File: config.mk
export PLATFORM = sky130hd
export DESIGN_NAME = tmbs_ctrl
export DESIGN_NICKNAME = d
export VERILOG_FILES = /design/src/sv/tmbs_pkg.sv /design/src/sv/tmbs_ctrl.sv
export SDC_FILE = /design/constraint.sdc
export NUM_CORES = 1
export LEC_CHECK = 0
export BUFFER_PORTS_ARGS = -buffer_cell sky130_fd_sc_hd__buf_2
export CAP_MARGIN = 20
export CORE_AREA = 8 8 45 47
export CTS_BUF_LIST = sky130_fd_sc_hd__clkbuf_8
export CTS_CLUSTER_DIAMETER = 50
export DETAILED_ROUTE_END_ITERATION = 12
export DIE_AREA = 0 0 53 55
export SETUP_SLACK_MARGIN = 0.2
export SLEW_MARGIN = 20
export SYNTH_ARGS = -nofsm -noshare
export SYNTH_HDL_FRONTEND = slang
export SYNTH_SLANG_ARGS = --single-unit
File: constraint.sdc
create_clock -name clk_i -period 1.05 [get_ports clk_i]
set_input_delay 0.1575 -clock clk_i [delete_from_list [all_inputs] [get_ports clk_i]]
set_output_delay 0.1575 -clock clk_i [all_outputs]
set_load 0.02 [all_outputs]
File: src/sv/tmbs_pkg.sv
// Package for the tile map brush stamp block: opcodes, register indexes,
// store geometry and the command and status structs between controller and datapath.
// Depends on nothing; every other file of the block imports it.
`timescale 1ns / 1ps
`default_nettype none

package tmbs_pkg;

  localparam int MAP_DIM   = 128;
  localparam int BRUSH_DIM = 16;
  localparam int TILE_BITS = 16;

  localparam int MAP_AW      = $clog2(MAP_DIM);
  localparam int BRUSH_AW    = $clog2(BRUSH_DIM);
  localparam int MAP_CELLS   = MAP_DIM * MAP_DIM;
  localparam int BRUSH_CELLS = BRUSH_DIM * BRUSH_DIM;

  localparam int COORD_W = 16;
  localparam int VALUE_W = 16;
  localparam int SIZE_W  = 5;
  localparam int COUNT_W = 9;
  localparam int CFG_IDX_W  = 4;
  localparam int CFG_DATA_W = 8;

  // Width of the signed arithmetic used for clipping a stamp.
  localparam int CLIP_W = 18;

  typedef enum logic [1:0] {
    OP_LOAD  = 2'd0,
    OP_STAMP = 2'd1,
    OP_SET   = 2'd2,
    OP_READ  = 2'd3
  } op_e;

  localparam logic [CFG_IDX_W-1:0] CFG_MAP_WIDTH  = CFG_IDX_W'(0);
  localparam logic [CFG_IDX_W-1:0] CFG_MAP_HEIGHT = CFG_IDX_W'(1);

  localparam logic [CFG_DATA_W-1:0] MAP_WIDTH_RESET  = CFG_DATA_W'(128);
  localparam logic [CFG_DATA_W-1:0] MAP_HEIGHT_RESET = CFG_DATA_W'(128);

  typedef struct packed {
    logic latch;
    logic clear_we;
    logic brush_load;
    logic map_set;
    logic map_read;
    logic stamp_setup;
    logic walk;
    logic res_load;
  } ctrl_cmd_t;

  typedef struct packed {
    logic clear_last;
    logic stamp_empty;
    logic stamp_last;
  } dp_status_t;

endpackage

`default_nettype wire

File: src/sv/tmbs_ctrl.sv
// Controller of the tile map brush stamp block: sequences the clearing pass,
// each opcode and the result register handshake. Depends on tmbs_pkg.
`timescale 1ns / 1ps
`default_nettype none

module tmbs_ctrl (
  input  wire                    clk_i,
  input  wire                    rst_ni,
  input  wire                    in_valid_i,
  input  tmbs_pkg::op_e          in_opcode_i,
  output logic                   in_ready_o,
  output logic                   res_valid_o,
  input  wire                    res_ready_i,
  output tmbs_pkg::ctrl_cmd_t    cmd_o,
  input  tmbs_pkg::dp_status_t   status_i
);
  import tmbs_pkg::*;

  typedef enum logic [2:0] {
    S_CLEAR,
    S_IDLE,
    S_LOAD,
    S_SET,
    S_READ,
    S_SETUP,
    S_WALK,
    S_DRAIN_DONE
  } state_e;

  state_e state_q;
  logic   res_valid_q;
  logic   finish_q;
  logic   res_free;

  assign res_free    = !res_valid_q || res_ready_i;
  assign in_ready_o  = (state_q == S_IDLE) && !finish_q;
  assign res_valid_o = res_valid_q;

  // finish_q marks the cycle(s) in which an item waits for the result register.
  always_comb begin
    cmd_o             = '0;
    cmd_o.latch       = in_ready_o && in_valid_i;
    cmd_o.clear_we    = (state_q == S_CLEAR);
    cmd_o.brush_load  = (state_q == S_LOAD);
    cmd_o.map_set     = (state_q == S_SET);
    cmd_o.map_read    = (state_q == S_READ);
    cmd_o.stamp_setup = (state_q == S_SETUP);
    cmd_o.walk        = (state_q == S_WALK) && !status_i.stamp_empty;
    cmd_o.res_load    = finish_q && res_free;
  end

  always_ff @(posedge clk_i or negedge rst_ni) begin
    if (!rst_ni) begin
      state_q     <= S_CLEAR;
      res_valid_q <= 1'b0;
      finish_q    <= 1'b0;
    end else begin
      if (cmd_o.res_load) begin
        res_valid_q <= 1'b1;
        finish_q    <= 1'b0;
      end else if (res_ready_i) begin
        res_valid_q <= 1'b0;
      end
      case (state_q)
        S_CLEAR: begin
          if (status_i.clear_last) begin
            state_q <= S_IDLE;
          end
        end
        S_IDLE: begin
          if (cmd_o.latch) begin
            case (in_opcode_i)
              OP_LOAD:  state_q <= S_LOAD;
              OP_SET:   state_q <= S_SET;
              OP_READ:  state_q <= S_READ;
              OP_STAMP: state_q <= S_SETUP;
              default:  state_q <= S_LOAD;
            endcase
          end
        end
        S_LOAD, S_SET, S_READ: begin
          finish_q <= 1'b1;
          state_q  <= S_IDLE;
        end
        S_SETUP: begin
          state_q <= S_WALK;
        end
        S_WALK: begin
          if (status_i.stamp_empty) begin
            finish_q <= 1'b1;
            state_q  <= S_IDLE;
          end else if (status_i.stamp_last) begin
            state_q <= S_DRAIN_DONE;
          end
        end
        S_DRAIN_DONE: begin
          // The last brush cell is written to the map in this cycle.
          finish_q <= 1'b1;
          state_q  <= S_IDLE;
        end
        default: begin
          state_q <= S_IDLE;
        end
      endcase
    end
  end

endmodule

`default_nettype wire

==> out/results.tsv <==
metric	value	unit
outcome	finished with violations	
failed_checks	setup timing	
start_util	0.2848	
post-route-cell-area	815.8	sq um
multi_input_area	312.8	sq um
final_hold_viol_count	0	
dieArea	2915	sq um
min_period	1.284	ns
rsz0062_at_grt	yes	
synth-seq-area-share	0.3175	
power.share.clock	0.142	
vdd_ir_drop_max	0.001181	V
layout_commonest_cell	buf_6	
cp_slowest_cell	dfrtp_2	
cp.depth	3	
setup_violations	11	
dp_slack	-0.09685	ns
cts_tree	yes	
h-tree-depth	1	
core_area	1384	sq um
seq_area	128.9	sq um
p_sw_frac	0.4024	
first_iter_violations	9	
viasPerCell	4.385	
ys_types	22	
slowest_delay	0.44	ns
final_cell_mix	13 x buf_6, 12 x buf_4, 8 x buf_2	
crit_path_start	state_q[2]$_DFFE_PN0P_	
wl	1.156	mm
cts-buffers-inserted	3	
fmax	0.7789	GHz
holdWs	0.2915	ns
grt_usage	0.08727	
hpwlAfterDp	840.1	um
p_leak	0.4049	nW
clock_skew	0.004340	ns
path_clk_slew	0.04	ns
nets	94	
cpMostUsedCell	buf_6	
arrival	1.13	ns
worstSetupEndpoint	cmd_o[7]	
clock-root-buffer	clkbuf_8	
area_growth	107.0	%
post-route-drc-count	0	
combPwrFrac	0.691	
synth_nets	57	
crit_path_cell_trace	buf_6 -> nor3b_4 -> buf_6	
io_pins	19	
setup_ws	-0.2339	ns
r2r_cells	5	
path_buf_inv	2	
chipWidth	53	um
grt-ovfl-total	0	
n_fill_cell	124	
routabilityCongestion	0.7554	
io_buffer_count	18	
rrSetupSlack	-0.12	ns
period_share	1.223	
worstMarginPinSlew	0.1534	ns
antenna_cells	0	
first_pass_iters	2	
fin_total_pwr	2.456	mW
routed-via-count	421	
postRouteAntennaNets	0	
worst-endpoint-required	0.89	ns
cap_violations	0	
avgSynthCellArea	8.957	sq um
antenna_found_initial	0	
r2r_end	state_q[0]$_DFFE_PN0P_	
grt_pass1_vias	438	
ys_ff_latch	5	
synthesis.area	394.1	sq um
criticalPathCategory	reg2out	
p_per_area	3011	nW/um^2
r2r-start	state_q[2]$_DFFE_PN0P_	
slew_headroom	0.8973	
die_y	55	um
wl_per_cell	12.04	um
p_seq_frac	0.168	
place_area	620.6	sq um
p_int	1.468	mW
clock_sinks	5	
hp-class	in2async	
grt_start_max_net_pins	7	
synthCells	44	
critPathLaunchType	flop	
grt_pass1_wl	1.856	mm
utilization	0.5895	
clk_latency	0.22	ns
layout-drive-gt1-share	0.7625	
critPathCaptureType	output port	
clockBufferDepth	2	
ys_warn_count	0	
crit_family	flip-flops	
p_sw	988.4	uW
drv_slew	0	
critPathMaxFanout	6	
row_count	14	
## stage by stage
| step | cells | TNS, ns |
|---|---|---|
| CTS | 95 | -2.000 |
| floorplan | 44 | -0.08022 |
| detailed placement | 88 | -0.4638 |
| global route | 96 | -2.460 |
| finish | 96 | -1.937 |
| global placement | 88 | -0.4250 |
## final cells by class
| type | count | area share |
|---|---|---|
| inverter | 6 | 0.02761 |
| sequential | 5 | 0.1580 |
| clock buffer | 3 | 0.05061 |
| tap | 16 | 0.02454 |
| multi-input combinational | 31 | 0.3834 |
| clock inverter | 1 | 0.004601 |
| timing repair buffer | 34 | 0.3512 |
## worst min path at each step
stage                start                 endpoint  cells past startpoint  slack, ns
floorplan           rst_ni       finish_q$_DFF_PN0_                      0      -0.14
global placement    rst_ni       finish_q$_DFF_PN0_                      1      -0.02
detailed placement  rst_ni       finish_q$_DFF_PN0_                      1      -0.03
CTS                 rst_ni       finish_q$_DFF_PN0_                      2       0.28
global route        rst_ni       finish_q$_DFF_PN0_                      2       0.33
finish              rst_ni  res_valid_o$_DFFE_PN0P_                      2       0.29
## power groups by stage
stage	logic, mW	registers [mW]	clock network, mW
after floorplan	0.811	0.406	0
after global placement	1.26	0.388	0
after detailed placement	1.27	0.383	0
after CTS	1.61	0.416	0.353
after global routing	1.82	0.429	0.362
final	1.70	0.412	0.348
## synth_stat cells
library cell  instances  area share
and2_1                1       0.016
nand2b_4              1       0.035
buf_6                 1       0.029
nand3b_1              1       0.019
inv_1                 6       0.057
nor3b_2               1       0.032
nand2_1               1      0.0095
dfrtp_1               5        0.32
nor2_1                2       0.019
nand2b_1              1       0.016
nor2b_2               1       0.022
ha_1                  4        0.13
nor2b_1               1       0.016
and3_1                1       0.016
nor3_1                4       0.051
a21oi_1               4       0.051
o22ai_2               1       0.032
or2_2                 2       0.032
buf_4                 1       0.019
nor3b_1               2       0.038
o22a_1                1       0.022
o21ai_0               2       0.025
## per-layer routing
metal,global-route usage,vias to the layer above,wire [um]
met1,0.08462,189,416
met2,0.1621,13,640
met3,0.02406,2,80
met5,0,-,0
met4,0.05172,0,19
li1,-,217,-
## flip-flops by register name (all words and copies together) (netlist names)
register,count
finish_q,1
res_valid_o,1
state_q,3
## repair_timing
item | CTS | global route
hold buffers | 1 | 0
setup endpoints to repair | 14 | 14
pin swaps | 5 | 2
resized for setup | 31 | 6
setup buffers | 2 | 1
endpoints found under the hold margin | 5 | 0
## kinds of logic after synthesis
kind of cell             Yosys count  share of synthesized area
AO/OA/AOI/OAI                      8                     0.1302
adder cells (fa/ha/maj)            4                     0.1270
buffers and inverters              8                     0.1048
flip-flops                         5                     0.3175
AND/OR/NAND/NOR                   19                     0.3207
No activity file was read; power rests on OpenSTA's default activity.
